`config.mk`:
```
export PLATFORM = sky130hd
export DESIGN_NAME = handheld_timer_and_lcd_status
export DESIGN_NICKNAME = d
export VERILOG_FILES = /design/src/htlcd_pkg.sv /design/src/htlcd_front.sv /design/src/htlcd_back.sv /design/src/handheld_timer_and_lcd_status.sv
export SDC_FILE = /design/constraint.sdc
export NUM_CORES = 1
export LEC_CHECK = 0
export ABC_AREA = 1
export BUFFER_PORTS_ARGS = -buffer_cell sky130_fd_sc_hd__buf_2
export CELL_PAD_IN_SITES_DETAIL_PLACEMENT = 0
export CELL_PAD_IN_SITES_GLOBAL_PLACEMENT = 1
export CORE_UTILIZATION = 43
export CTS_BUF_LIST = sky130_fd_sc_hd__clkbuf_2 sky130_fd_sc_hd__clkbuf_4 sky130_fd_sc_hd__clkbuf_8
export DETAILED_ROUTE_END_ITERATION = 8
export PLACE_DENSITY_LB_ADDON = 0.1
export SLEW_MARGIN = 20
export SYNTH_ARGS = -nofsm -noshare
export SYNTH_HDL_FRONTEND = slang
export SYNTH_SLANG_ARGS = --single-unit
```
`constraint.sdc`:
```
create_clock -name clock -period 4.1 [get_ports clock]
set_input_delay 0.41 -clock clock [delete_from_list [all_inputs] [get_ports clock]]
set_output_delay 0.41 -clock clock [all_outputs]
set_load 0.01 [all_outputs]
```
`src/htlcd_pkg.sv`:
```
package htlcd_pkg;

   // configuration register indexes
   localparam logic [2:0] CSR_TIMER_ENABLE      = 3'd0;
   localparam logic [2:0] CSR_TIMER_RATE_SELECT = 3'd1;
   localparam logic [2:0] CSR_TIMER_RELOAD      = 3'd2;
   localparam logic [2:0] CSR_LINE_COMPARE      = 3'd3;
   localparam logic [2:0] CSR_STAT_IRQ_ENABLES  = 3'd4;
   localparam logic [2:0] CSR_LCD_ENABLE        = 3'd5;

   localparam int CSR_INDEX_W = 3;
   localparam int CSR_DATA_W  = 8;

   // stat modes
   localparam logic [1:0] MODE_HBLANK   = 2'd0;
   localparam logic [1:0] MODE_VBLANK   = 2'd1;
   localparam logic [1:0] MODE_OAM      = 2'd2;
   localparam logic [1:0] MODE_TRANSFER = 2'd3;

   // stat interrupt enable bit positions
   localparam int IRQ_EN_HBLANK = 0;
   localparam int IRQ_EN_VBLANK = 1;
   localparam int IRQ_EN_OAM    = 2;
   localparam int IRQ_EN_COINC  = 3;

   // timing constants
   localparam int          DIV_SHIFT   = 6;    // log2 of the divider period
   localparam logic [8:0]  LINE_PERIOD = 9'd114;
   localparam logic [8:0]  OAM_START   = 9'd51;
   localparam logic [8:0]  XFER_START  = 9'd71;
   localparam logic [7:0]  LAST_LINE   = 8'd153;
   localparam logic [7:0]  VBLANK_LINE = 8'd144;

   typedef struct packed {
      logic       timer_enable;
      logic [1:0] timer_rate_select;
      logic [7:0] timer_reload;
      logic [7:0] line_compare;
      logic [3:0] stat_irq_enables;
      logic       lcd_enable;
   } cfg_type;

   // one classified step waiting for the back end
   typedef struct packed {
      logic [7:0] cycles;
      logic       lcd_on;
      logic       timer_on;
      logic [3:0] rate_shift;
   } item_type;

   // log2 of the timer period for a rate select code
   function automatic logic [3:0] rate_shift(input logic [1:0] sel);
      logic [3:0] s;
      case (sel)
         2'd0:    s = 4'd8;
         2'd1:    s = 4'd2;
         2'd2:    s = 4'd4;
         2'd3:    s = 4'd6;
         default: s = 4'd8;
      endcase
      return s;
   endfunction

endpackage

```
`src/htlcd_front.sv`:
```
module htlcd_front #(
   parameter int QUEUE_DEPTH = 2
) (
   input  logic                clock,
   input  logic                reset,
   input  htlcd_pkg::cfg_type  cfg,
   input  logic                req_valid,
   output logic                req_ready,
   input  logic [7:0]          req_cycles,
   output logic                q_valid,
   output htlcd_pkg::item_type q_item,
   input  logic                q_pop
);
   import htlcd_pkg::*;

   localparam int PTR_W = (QUEUE_DEPTH > 1) ? $clog2(QUEUE_DEPTH) : 1;
   localparam int CNT_W = $clog2(QUEUE_DEPTH + 1);
   localparam logic [PTR_W-1:0] LAST_PTR = PTR_W'(QUEUE_DEPTH - 1);
   localparam logic [CNT_W-1:0] FULL_CNT = CNT_W'(QUEUE_DEPTH);

   item_type         q_ff [QUEUE_DEPTH];
   logic [PTR_W-1:0] wr_ptr_ff, wr_ptr_in;
   logic [PTR_W-1:0] rd_ptr_ff, rd_ptr_in;
   logic [CNT_W-1:0] count_ff, count_in;
   item_type         item_in;
   logic             push;

   assign req_ready = (count_ff != FULL_CNT);
   assign push      = req_valid && req_ready;
   assign q_valid   = (count_ff != '0);
   assign q_item    = q_ff[rd_ptr_ff];

   // classify the step against the current configuration
   always_comb begin
      item_in.cycles     = req_cycles;
      item_in.lcd_on     = cfg.lcd_enable;
      item_in.timer_on   = cfg.timer_enable;
      item_in.rate_shift = rate_shift(cfg.timer_rate_select);
   end

   always_comb begin
      wr_ptr_in = wr_ptr_ff;
      rd_ptr_in = rd_ptr_ff;
      count_in  = count_ff;
      if (push) begin
         wr_ptr_in = (wr_ptr_ff == LAST_PTR) ? '0 : wr_ptr_ff + 1'b1;
      end
      if (q_pop) begin
         rd_ptr_in = (rd_ptr_ff == LAST_PTR) ? '0 : rd_ptr_ff + 1'b1;
      end
      if (push && !q_pop) begin
         count_in = count_ff + 1'b1;
      end else if (!push && q_pop) begin
         count_in = count_ff - 1'b1;
      end
   end

   always_ff @(posedge clock) begin
      if (reset) begin
         wr_ptr_ff <= '0;
         rd_ptr_ff <= '0;
         count_ff  <= '0;
      end else begin
         wr_ptr_ff <= wr_ptr_in;
         rd_ptr_ff <= rd_ptr_in;
         count_ff  <= count_in;
      end
   end

   always_ff @(posedge clock) begin
      if (push) begin
         q_ff[wr_ptr_ff] <= item_in;
      end
   end

endmodule

```
`src/htlcd_back.sv`:
```
module htlcd_back (
   input  logic                clock,
   input  logic                reset,
   input  htlcd_pkg::cfg_type  cfg,
   input  logic                q_valid,
   input  htlcd_pkg::item_type q_item,
   output logic                q_pop,
   output logic                rsp_valid,
   input  logic                rsp_ready,
   output logic [7:0]          rsp_divider,
   output logic [7:0]          rsp_timer_count,
   output logic [7:0]          rsp_line,
   output logic [1:0]          rsp_lcd_mode,
   output logic                rsp_coincidence,
   output logic                rsp_vblank_irq,
   output logic                rsp_stat_irq,
   output logic                rsp_timer_irq,
   output logic                rsp_draw_request,
   output logic [7:0]          rsp_draw_line_number,
   output logic                rsp_line_end
);
   import htlcd_pkg::*;

   typedef enum logic [2:0] {
      ST_IDLE = 3'b001,
      ST_BUSY = 3'b010,
      ST_HOLD = 3'b100
   } state_type;

   state_type  state_ff, state_in;

   logic [5:0] div_ph_ff, div_ph_in;
   logic [7:0] div_val_ff, div_val_in;
   logic [8:0] line_ph_ff, line_ph_in;
   logic [7:0] line_ff, line_in;
   logic [1:0] mode_ff, mode_in;
   logic       coin_ff, coin_in;
   logic       drawn_ff, drawn_in;
   logic [7:0] tim_ph_ff, tim_ph_in;
   logic [7:0] tim_val_ff, tim_val_in;
   logic [6:0] tick_ff, tick_in;
   logic       lcd_on_ff, lcd_on_in;

   logic       vblank_ff, vblank_in;
   logic       coin_irq_ff, coin_irq_in;
   logic       tirq_ff, tirq_in;
   logic       draw_ff, draw_in;
   logic [7:0] draw_line_ff, draw_line_in;
   logic       hblank_ff, hblank_in;

   logic [8:0] div_sum, line_sum, tim_sum, tick_all, tim_mask, tv_sum;
   logic [7:0] line_next;
   logic       line_pend, tim_pend, finish, stat_mode;

   assign q_pop     = q_valid && ((state_ff == ST_IDLE) || ((state_ff == ST_HOLD) && rsp_ready));
   assign rsp_valid = (state_ff == ST_HOLD);
   assign line_pend = (line_ph_ff >= LINE_PERIOD);
   assign tim_pend  = (tick_ff != '0);
   assign finish    = (state_ff == ST_BUSY) && !line_pend && !tim_pend;

   assign div_sum   = {3'b000, div_ph_ff} + {1'b0, q_item.cycles};
   assign line_sum  = line_ph_ff + {1'b0, q_item.cycles};
   assign tim_sum   = {1'b0, tim_ph_ff} + {1'b0, q_item.cycles};
   assign tick_all  = tim_sum >> q_item.rate_shift;
   assign tim_mask  = (9'd1 << q_item.rate_shift) - 9'd1;
   assign tv_sum    = {1'b0, tim_val_ff} + {2'b00, tick_ff};
   assign line_next = (line_ff >= LAST_LINE) ? 8'd0 : line_ff + 8'd1;

   // mode and hblank stat sources, sampled after all line ends
   assign stat_mode = lcd_on_ff &&
                      ((cfg.stat_irq_enables[IRQ_EN_OAM]    && (mode_ff == MODE_OAM))    ||
                       (cfg.stat_irq_enables[IRQ_EN_VBLANK] && (mode_ff == MODE_VBLANK)) ||
                       (cfg.stat_irq_enables[IRQ_EN_HBLANK] && hblank_ff));

   always_comb begin
      state_in     = state_ff;
      div_ph_in    = div_ph_ff;
      div_val_in   = div_val_ff;
      line_ph_in   = line_ph_ff;
      line_in      = line_ff;
      mode_in      = mode_ff;
      coin_in      = coin_ff;
      drawn_in     = drawn_ff;
      tim_ph_in    = tim_ph_ff;
      tim_val_in   = tim_val_ff;
      tick_in      = tick_ff;
      lcd_on_in    = lcd_on_ff;
      vblank_in    = vblank_ff;
      coin_irq_in  = coin_irq_ff;
      tirq_in      = tirq_ff;
      draw_in      = draw_ff;
      draw_line_in = draw_line_ff;
      hblank_in    = hblank_ff;

      case (state_ff)
         ST_IDLE, ST_HOLD: begin
            if (state_ff == ST_HOLD && rsp_ready) begin
               state_in = ST_IDLE;
            end
            if (q_pop) begin
               state_in     = ST_BUSY;
               lcd_on_in    = q_item.lcd_on;
               vblank_in    = 1'b0;
               coin_irq_in  = 1'b0;
               tirq_in      = 1'b0;
               draw_in      = 1'b0;
               draw_line_in = 8'd0;
               hblank_in    = 1'b0;
               div_ph_in    = div_sum[5:0];
               div_val_in   = div_val_ff + {5'b00000, div_sum[8:DIV_SHIFT]};
               if (q_item.lcd_on) begin
                  line_ph_in = line_sum;
                  if (line_ff >= VBLANK_LINE) begin
                     mode_in = MODE_VBLANK;
                  end else if (line_sum < OAM_START) begin
                     mode_in  = MODE_HBLANK;
                     drawn_in = 1'b0;
                  end else if (line_sum < XFER_START) begin
                     mode_in = MODE_OAM;
                  end else begin
                     mode_in = MODE_TRANSFER;
                     if (!drawn_ff) begin
                        draw_in      = 1'b1;
                        draw_line_in = line_ff;
                        drawn_in     = 1'b1;
                     end
                  end
               end
               if (q_item.timer_on) begin
                  tim_ph_in = tim_sum[7:0] & tim_mask[7:0];
                  tick_in   = tick_all[6:0];
               end else begin
                  tick_in = '0;
               end
            end
         end
         ST_BUSY: begin
            // one line end per cycle
            if (line_pend) begin
               line_ph_in = line_ph_ff - LINE_PERIOD;
               hblank_in  = 1'b1;
               line_in    = line_next;
               if (line_next == VBLANK_LINE) begin
                  mode_in   = MODE_VBLANK;
                  vblank_in = 1'b1;
               end
               coin_in = (cfg.line_compare == line_next);
               if ((cfg.line_compare == line_next) && cfg.stat_irq_enables[IRQ_EN_COINC]) begin
                  coin_irq_in = 1'b1;
               end
            end
            // one timer overflow, or the final partial add, per cycle
            if (tim_pend) begin
               if (tv_sum[8]) begin
                  tim_val_in = cfg.timer_reload;
                  tick_in    = tv_sum[6:0];
                  tirq_in    = 1'b1;
               end else begin
                  tim_val_in = tv_sum[7:0];
                  tick_in    = '0;
               end
            end
            if (finish) begin
               state_in = ST_HOLD;
            end
         end
         default: state_in = ST_IDLE;
      endcase
   end

   always_ff @(posedge clock) begin
      if (reset) begin
         state_ff     <= ST_IDLE;
         div_ph_ff    <= '0;
         div_val_ff   <= '0;
         line_ph_ff   <= '0;
         line_ff      <= '0;
         mode_ff      <= '0;
         coin_ff      <= 1'b0;
         drawn_ff     <= 1'b0;
         tim_ph_ff    <= '0;
         tim_val_ff   <= '0;
         tick_ff      <= '0;
         lcd_on_ff    <= 1'b0;
         vblank_ff    <= 1'b0;
         coin_irq_ff  <= 1'b0;
         tirq_ff      <= 1'b0;
         draw_ff      <= 1'b0;
         draw_line_ff <= '0;
         hblank_ff    <= 1'b0;
      end else begin
         state_ff     <= state_in;
         div_ph_ff    <= div_ph_in;
         div_val_ff   <= div_val_in;
         line_ph_ff   <= line_ph_in;
         line_ff      <= line_in;
         mode_ff      <= mode_in;
         coin_ff      <= coin_in;
         drawn_ff     <= drawn_in;
         tim_ph_ff    <= tim_ph_in;
         tim_val_ff   <= tim_val_in;
         tick_ff      <= tick_in;
         lcd_on_ff    <= lcd_on_in;
         vblank_ff    <= vblank_in;
         coin_irq_ff  <= coin_irq_in;
         tirq_ff      <= tirq_in;
         draw_ff      <= draw_in;
         draw_line_ff <= draw_line_in;
         hblank_ff    <= hblank_in;
      end
   end

   // result register, loaded when the step has settled
   always_ff @(posedge clock) begin
      if (finish) begin
         rsp_divider          <= div_val_ff;
         rsp_timer_count      <= tim_val_ff;
         rsp_line             <= line_ff;
         rsp_lcd_mode         <= mode_ff;
         rsp_coincidence      <= coin_ff;
         rsp_vblank_irq       <= vblank_ff;
         rsp_stat_irq         <= coin_irq_ff || stat_mode;
         rsp_timer_irq        <= tirq_ff;
         rsp_draw_request     <= draw_ff;
         rsp_draw_line_number <= draw_line_ff;
         rsp_line_end         <= hblank_ff;
      end
   end

`ifndef SYNTH
   a_no_pop_over_result: assert property (@(posedge clock) disable iff (reset)
      (rsp_valid && !rsp_ready) |-> !q_pop)
      else $error("queue popped while a result waits");

   a_line_phase_drains: assert property (@(posedge clock) disable iff (reset)
      (state_ff == ST_BUSY && line_pend) |=> (line_ph_ff < $past(line_ph_ff)))
      else $error("line phase did not drain");

   a_draw_visible: assert property (@(posedge clock) disable iff (reset)
      (rsp_valid && rsp_draw_request) |-> (rsp_draw_line_number < VBLANK_LINE))
      else $error("draw request outside visible lines");

   a_vblank_mode: assert property (@(posedge clock) disable iff (reset)
      (rsp_valid && rsp_vblank_irq) |-> (rsp_lcd_mode == MODE_VBLANK && rsp_line_end))
      else $error("vblank raised without vblank mode and line end");
`endif

endmodule

```
`src/handheld_timer_and_lcd_status.sv`:
```
// Handheld timer and LCD status block. Each request transaction carries the number of
// machine cycles elapsed since the previous step; each one yields exactly one response
// transaction with DIV, TIMA, LY, STAT mode, the coincidence flag and the interrupt and
// draw pulses for that step. Steps are taken into a short queue by the front end and
// worked off one at a time by the back end: it pops a step and adds its cycles in, then
// works off the line ends (at most three) and the TIMA overflow runs in parallel, and
// then registers the result. A new step enters the back end in the same cycle the
// previous response is taken, if one is queued. The user must see that configuration
// is written through the csr port only while no transaction is in flight; the block
// itself does not enforce this.
module handheld_timer_and_lcd_status #(
   parameter int QUEUE_DEPTH = 2
) (
   input  logic                              clock,
   input  logic                              reset,
   // configuration
   input  logic                              csr_write_enable,
   input  logic [htlcd_pkg::CSR_INDEX_W-1:0] csr_index,
   input  logic [htlcd_pkg::CSR_DATA_W-1:0]  csr_write_data,
   // request channel
   input  logic                              req_valid,
   output logic                              req_ready,
   input  logic [7:0]                        req_cycles,
   // response channel
   output logic                              rsp_valid,
   input  logic                              rsp_ready,
   output logic [7:0]                        rsp_divider,
   output logic [7:0]                        rsp_timer_count,
   output logic [7:0]                        rsp_line,
   output logic [1:0]                        rsp_lcd_mode,
   output logic                              rsp_coincidence,
   output logic                              rsp_vblank_irq,
   output logic                              rsp_stat_irq,
   output logic                              rsp_timer_irq,
   output logic                              rsp_draw_request,
   output logic [7:0]                        rsp_draw_line_number,
   output logic                              rsp_line_end
);
   import htlcd_pkg::*;

   cfg_type  cfg_ff, cfg_in;
   item_type q_item;
   logic     q_valid;
   logic     q_pop;

   // register file: values masked to their width, unknown indexes ignored
   always_comb begin
      cfg_in = cfg_ff;
      if (csr_write_enable) begin
         case (csr_index)
            CSR_TIMER_ENABLE:      cfg_in.timer_enable      = csr_write_data[0];
            CSR_TIMER_RATE_SELECT: cfg_in.timer_rate_select = csr_write_data[1:0];
            CSR_TIMER_RELOAD:      cfg_in.timer_reload      = csr_write_data;
            CSR_LINE_COMPARE:      cfg_in.line_compare      = csr_write_data;
            CSR_STAT_IRQ_ENABLES:  cfg_in.stat_irq_enables  = csr_write_data[3:0];
            CSR_LCD_ENABLE:        cfg_in.lcd_enable        = csr_write_data[0];
            default:               cfg_in = cfg_ff;
         endcase
      end
   end

   always_ff @(posedge clock) begin
      if (reset) begin
         cfg_ff <= '0;
      end else begin
         cfg_ff <= cfg_in;
      end
   end

   // front end: accepts and classifies request transactions into the queue
   htlcd_front #(
      .QUEUE_DEPTH (QUEUE_DEPTH)
   ) u_front (
      .clock      (clock),
      .reset      (reset),
      .cfg        (cfg_ff),
      .req_valid  (req_valid),
      .req_ready  (req_ready),
      .req_cycles (req_cycles),
      .q_valid    (q_valid),
      .q_item     (q_item),
      .q_pop      (q_pop)
   );

   // back end: divider, line sequencer and timer, plus the response register
   htlcd_back u_back (
      .clock                (clock),
      .reset                (reset),
      .cfg                  (cfg_ff),
      .q_valid              (q_valid),
      .q_item               (q_item),
      .q_pop                (q_pop),
      .rsp_valid            (rsp_valid),
      .rsp_ready            (rsp_ready),
      .rsp_divider          (rsp_divider),
      .rsp_timer_count      (rsp_timer_count),
      .rsp_line             (rsp_line),
      .rsp_lcd_mode         (rsp_lcd_mode),
      .rsp_coincidence      (rsp_coincidence),
      .rsp_vblank_irq       (rsp_vblank_irq),
      .rsp_stat_irq         (rsp_stat_irq),
      .rsp_timer_irq        (rsp_timer_irq),
      .rsp_draw_request     (rsp_draw_request),
      .rsp_draw_line_number (rsp_draw_line_number),
      .rsp_line_end         (rsp_line_end)
   );

endmodule

```
# Yosys cells after proc, flatten, opt, wreduce, memory -nomap -nowiden
# Memory sizes are Yosys's and may differ from the RTL's. A register that Yosys moved wholly into a read port is not among the register bits.
# Index checks and enable logic that the tools add are counted.
[word_totals]
register_bits = 143
elab_cells = 188
ramBits = 28
memories = 1
[mem_list]
columns = ["name", "words", "word_bits", "rd", "rd_ports_with_merged_regs", "wr", "line", "source"]
rows = [
  ["u_front.q_ff", 2, 14, 1, 1, 1, "htlcd_front.sv:21", "item_type q_ff [QUEUE_DEPTH];"],
]
[op_classes]
n_addsub = 12
n_reduce_logical = 46
order_cmp = 5
n_shift = 2
muxes = 56
bitwise_logic = 2
eq_ne = 26
[op_table]
columns = ["cell", "n"]
rows = [
  ["8-bit 2-to-1 mux", 7],
  ["7-bit 2-to-1 mux", 4],
  ["9-bit 2-to-1 mux", 3],
  ["1-bit 2-to-1 mux", 22],
  ["2-bit AND reduction", 10],
  ["9-bit one-hot mux with 2 select lines", 1],
  ["8-bit greater-or-equal comparator, second input constant", 2],
  ["2-bit 2-to-1 mux", 8],
  ["4-bit one-hot mux with 4 select lines", 1],
  ["4-bit AND reduction", 4],
  ["7-bit one-hot mux with 2 select lines", 1],
  ["1-bit logical AND", 12],
  ["2-bit by 1-bit inequality test with 1-bit output, second input constant", 6],
  ["5-bit AND reduction", 2],
  ["6-bit by 8-bit adder with 9-bit output", 1],
  ["8-bit by 7-bit adder with 9-bit output", 1],
  ["8-bit by 8-bit adder with 9-bit output", 1],
  ["9-bit by 8-bit adder with 9-bit output", 1],
  ["3-bit by 2-bit == test with 1-bit output, second input constant", 3],
  ["3-bit == test, second input constant", 3],
  ["9-bit by 7-bit greater-or-equal comparator with 1-bit output, second input constant", 1],
  ["9-bit by 6-bit less-than comparator with 1-bit output, second input constant", 1],
  ["9-bit by 7-bit less-than comparator with 1-bit output, second input constant", 1],
  ["3-bit 2-to-1 mux", 3],
  ["29 further kinds", 50],
]

# Depth between registers and ports, before layout
[depth]
word_depth = 8
depth_mapped = 23
ltp_nobuf = 21

# Modules after synthesis
# From an unflattened synthesis, not the netlist that was laid out.
[unflattened]
hier_cells = 1156
area_unflattened_um2 = 9097.5
[by_module_without_submodules]
columns = ["module", "area_per_inst_um2", "cells_each", "n_inst"]
rows = [
  ["htlcd_back", 6850.3, 923, 1],
  ["htlcd_front", 1234.9, 80, 1],
  ["handheld_timer_and_lcd_status", 1012.2, 153, 1],
]

# Worst setup path before layout
# No wires, ideal clock.
[synth_path]
path_type = "register to register"
startpoint = "register u_back.line_ph_ff[1]"
endpoint = "register u_back.rsp_coincidence (enable)"
required_time_ns = 3.611
path_stages_with_launch = 7
slack_ns = -0.201
synth_period_minus_slack_ns = 4.301
arrival_ns = 3.812
setup_ns = 0.489
path_cell_list = "dfxtp_1 > inv_1 > ha_1 > nand2_1 > a21oi_1 > nand3_2 > nor3_1"
[synth_between]
elab_chain_cells = 4
[synth_rtl]
columns = ["item", "line", "source"]
rows = [
  ["start: declaration", "htlcd_back.sv:34", "logic [8:0] line_ph_ff, line_ph_in;"],
  ["start signal: assignment", "htlcd_back.sv:195", "line_ph_ff <= line_ph_in;"],
  ["9-bit by 7-bit greater-or-equal comparator with 1-bit output", "htlcd_back.sv:57", "assign line_pend = (line_ph_ff >= LINE_PERIOD);"],
  ["1-bit zero test", "htlcd_back.sv:59", "assign finish = (state_ff == ST_BUSY) && !line_pend && !tim_pend;"],
  ["1-bit logical AND (2 in series)", "htlcd_back.sv:59", ""],
  ["named net u_back.finish", "htlcd_back.sv:53", "logic line_pend, tim_pend, finish, stat_mode;"],
  ["end signal: assignment", "htlcd_back.sv:220", "rsp_coincidence <= coin_ff;"],
  ["end: declaration", "htlcd_back.sv:14", "output logic rsp_coincidence,"],
]
# The timed path passes the listed nets, and every way through them passes these cells.
# A chain may end at the register's enable or synchronous reset.

==> metrics.md <==
| Metric | Value |
|---|---|
| Num CTS Buffers | 17 |
| Unrepaired setup endpoints after global routing | no |
| EDFF count, synth | 66 |
| Kind of critical path | flop to flop |
| Register area share after synthesis | 47.2% |
| CTS Buffer Depth | 2 |
| Post-Place Cells | 1,349 |
| Setup TNS | 0 ns |
| Final setup fails | 0 |
| Post-synth cell types | 49 |
| Final Slew Violations | 0 |
| Mapped Cells | 1,042 |
| CORE AREA | 19,500 um2 |
| Post-CTS setup buffers | 0 |
| Die ar. | 20,600 um2 |
| CTS H-Tree Depth | 4 |
| Mapped Avg Cell Area | 8.26 um2 |
| Crit-path slowest cell | fa_1 |
| Top cell type's share of synthesized area | 24.2% |
| Yosys warnings | 0 |
| Worst hold path class | primary input to flop |
| Dpl ws | 0.685 ns |
| Total gr overflow | 0 |
| Total routed wirelength | 20,400 um |
| Buffers on Ports | 65 |
| Multi-input gate area | 3920 um2 |
| Post-route ant nets | 0 |
| P_leak | 4.11 nW |
| Die Ht | 144 um |
| Num ports | 66 |
| Worst Tran Pin Value | 0.579 ns |
| Synth Cell Area | 8610 um2 |
| Worst setup SP type | flop |
| Initial antenna violation count | 0 |
| Largest net degree at the start of global routing | 54 |
| Net Count, Synth | 1,110 |
| Ordered list of cells on the worst path | mux2_2 > ha_1 > fa_1 > nand3_1 > nand3_1 > a21oi_1 > o21ai_0 > xor2_1 > inv_1 > ha_1 > fa_1 > nand2_1 > inv_1 > o21ai_1 > nor2_1 > nand2_1 > o21ai_1 > a21oi_1 |
| Fin util | 49.1% |
| Max-cap viol count | 0 |
| FF+latch count, synth | 170 |
| DP Wirelength | 14,800 um |
| Die width | 144 um |
| Nets | 1,171 |
| CTS tree | built |
| Commonest non-fill, non-tap cell in the layout | nand2_1 |
| Std cell rows | 51 |
| First DRT Iteration DRCs | 436 |
| Cell Pwr Density | 619 nW/um2 |
| WP data required | 4.50 ns |
| Crit path arrival time | 3.83 ns |
| Setup Skew | 0.0118 ns |
| VDD IR max | 0.252 mV |
| # fillers | 1,997 |
| First-pass GRT wire length | 33,200 um |
| Share of cells above drive strength 1 | 13.4% |
| CTS Sinks | 170 |
| Initial Util | 44.1% |
| Vias in the first global route | 6,450 |
| Layout area overhead | 11.2% |
| Clk Latency, worst-skew pair | 0.46 ns |
| Status | completed |
| Tmin final | 3.43 ns |
| Synth top area cells | dfxtp_1, edfxtp_1, nand2_1 |
| Residual DRC count | 0 |
| CTS clk-pin slew, worst paths | 0.09 ns |
| All-Layer GR Usage | 21.1% |
| Crit-path max FO | 4 |
| Ys flop type | dfxtp_1 |
| Post-synth ARST share | 0% |
| Dominant cell type by area after synthesis | dfxtp_1 |
| Slew margin rel. | 61.0% |
| DR WL/cell | 14.8 um |
| Most frequent cells in the layout | nand2_1, inv_1, dfxtp_1 |
| Final Hold Viols | 0 |
| Clock root cell | clkbuf_8 |
| Setup crit end kind | flop |
| Placer Congestion | 0.847 |
| Fmax | 292 MHz |
| Hold_buf cts | 0 |
| Min Hold Slack | 0.138 ns |
| Via Count | 6,878 |
| ANT cells | 0 |
| Final period util | 83.7% |
| Final WS setup | 0.670 ns |
| Resized cells post-CTS | 0 |
| Detailed Routing Iterations Pass 1 | 4 |
| Final Non-Filler Cells | 1,381 |
| Register area | 4060 um2 |
| Vias/cell | 4.98 |
| CP max stage delay | 0.41 ns |
[cells by family (layout without fill, tap and decap cells)]
family / after synthesis / count (layout) / synth area share (%)
compound gates: 214 / 214 / 13.3
xor+xnor: 21 / 21 / 2.14
fa+ha+maj: 44 / 44 / 6.83
buf+inv: 159 / 233 / 7.42
flops: 170 / 170 / 47.2
mux: 8 / 8 / 1.02
simple gates: 426 / 426 / 22.1
[power breakdown]
group	total [mW]	switching (mW)	leakage (nW)	internal [mW]
Sequential	2.21	0.192	1.43	2.02
Combinational	2.51	1.66	2.47	0.857
Clock	1.20	0.672	0.205	0.531
Total	5.93	2.52	4.11	3.41
[state kept, by name, summed over array words and instances, names as in the netlist, 2 cells and up, named ones only]
register / cells
u_back.rsp_line: 8
u_back.tim_val_ff: 8
u_back.rsp_timer_count: 8
cfg_ff: 24
u_back.rsp_lcd_mode: 2
u_back.line_ph_ff: 9
u_front.q_ff: 26
u_back.div_ph_ff: 6
u_back.tim_ph_ff: 8
u_back.draw_line_ff: 8
u_front.count_ff: 2
u_back.line_ff: 8
u_back.rsp_draw_line_number: 8
u_back.state_ff: 3
u_back.rsp_divider: 8
u_back.mode_ff: 2
u_back.div_val_ff: 8
u_back.tick_ff: 7
[per-layer routing]
| layer | GRT usage, % | share of wire, % | vias up | wire length [um] |
|---|---|---|---|---|
| met1 | 29.5 | 51 | 3134 | 10500 |
| met3 | 2.80 | 2.7 | 20 | 557 |
| li1 | - | - | 3623 | - |
| met5 | 0 | 0 | - | 0 |
| met2 | 33.6 | 45 | 101 | 9090 |
| met4 | 6.38 | 1.3 | 0 | 264 |
[worst max-delay path, delay by kind of cell (launching register included)]
kind,cells,cell delay [ns]
AO/OA/AOI/OAI,5,0.64
XOR/XNOR,1,0.16
adder cells (fa/ha/maj),4,1.24
buffers and inverters,2,0.10
flip-flops,1,0.40
multiplexers,1,0.40
AND/OR/NAND/NOR,5,0.43
[synthesized netlist by cell type, types with 2 or more instances]
cell / n
nand2_1: 200
inv_1: 118
dfxtp_1: 104
nor2_1: 101
a21oi_1: 98
o21ai_0: 82
edfxtp_1: 66
nand3_1: 58
ha_1: 39
nand4_1: 30
clkbuf_1: 15
xor2_1: 13
buf_2: 9
o211ai_1: 8
xnor2_1: 8
nand2_2: 7
o21ai_1: 7
inv_2: 6
mux2_2: 6
nand3b_1: 6
a31oi_1: 5
fa_1: 5
nor2_4: 5
buf_4: 4
nor2_2: 4
or2_2: 4
clkinv_1: 3
nor3_1: 3
a211oi_1: 2
buf_6: 2
mux2i_1: 2
nor3_2: 2
o21ai_2: 2
o21bai_1: 2
o31ai_1: 2
[per-stage QoR]
| stage | total power, mW | cell area (um2) |
|---|---|---|
| after floorplan | 4.14 | 8620 |
| after global placement | 4.76 | 9180 |
| after detailed placement | 4.76 | 9180 |
| after CTS | 5.97 | 9580 |
| after global routing | 6.44 | 9580 |
| final | 5.93 | 9580 |
[cell type report]
cell class	instances	share of cell area, %
Timing Repair Buffer	74	4.10
Inverter	127	4.98
Multi-Input combinational cell	713	40.9
Sequential cell	170	42.4
Clock inverter	13	1.38
Clock buffer	19	2.73
Tap cell	265	3.46
[final timing paths]
path / startpoint / end / slack, ns / cells after the start
worst max-delay path: flop / u_back.div_val_ff[6] / 0.67 / 18
worst min-delay path: req_cycles[1] / u_front.q_ff[1][7] / 0.14 / 1
worst max register to register: flop / u_back.div_val_ff[6] / 0.67 / 18
worst min register to register: u_back.div_val_ff[3] / u_back.rsp_divider[3] / 0.43 / 0
Note: power is estimated with default switching activity, not from simulation.
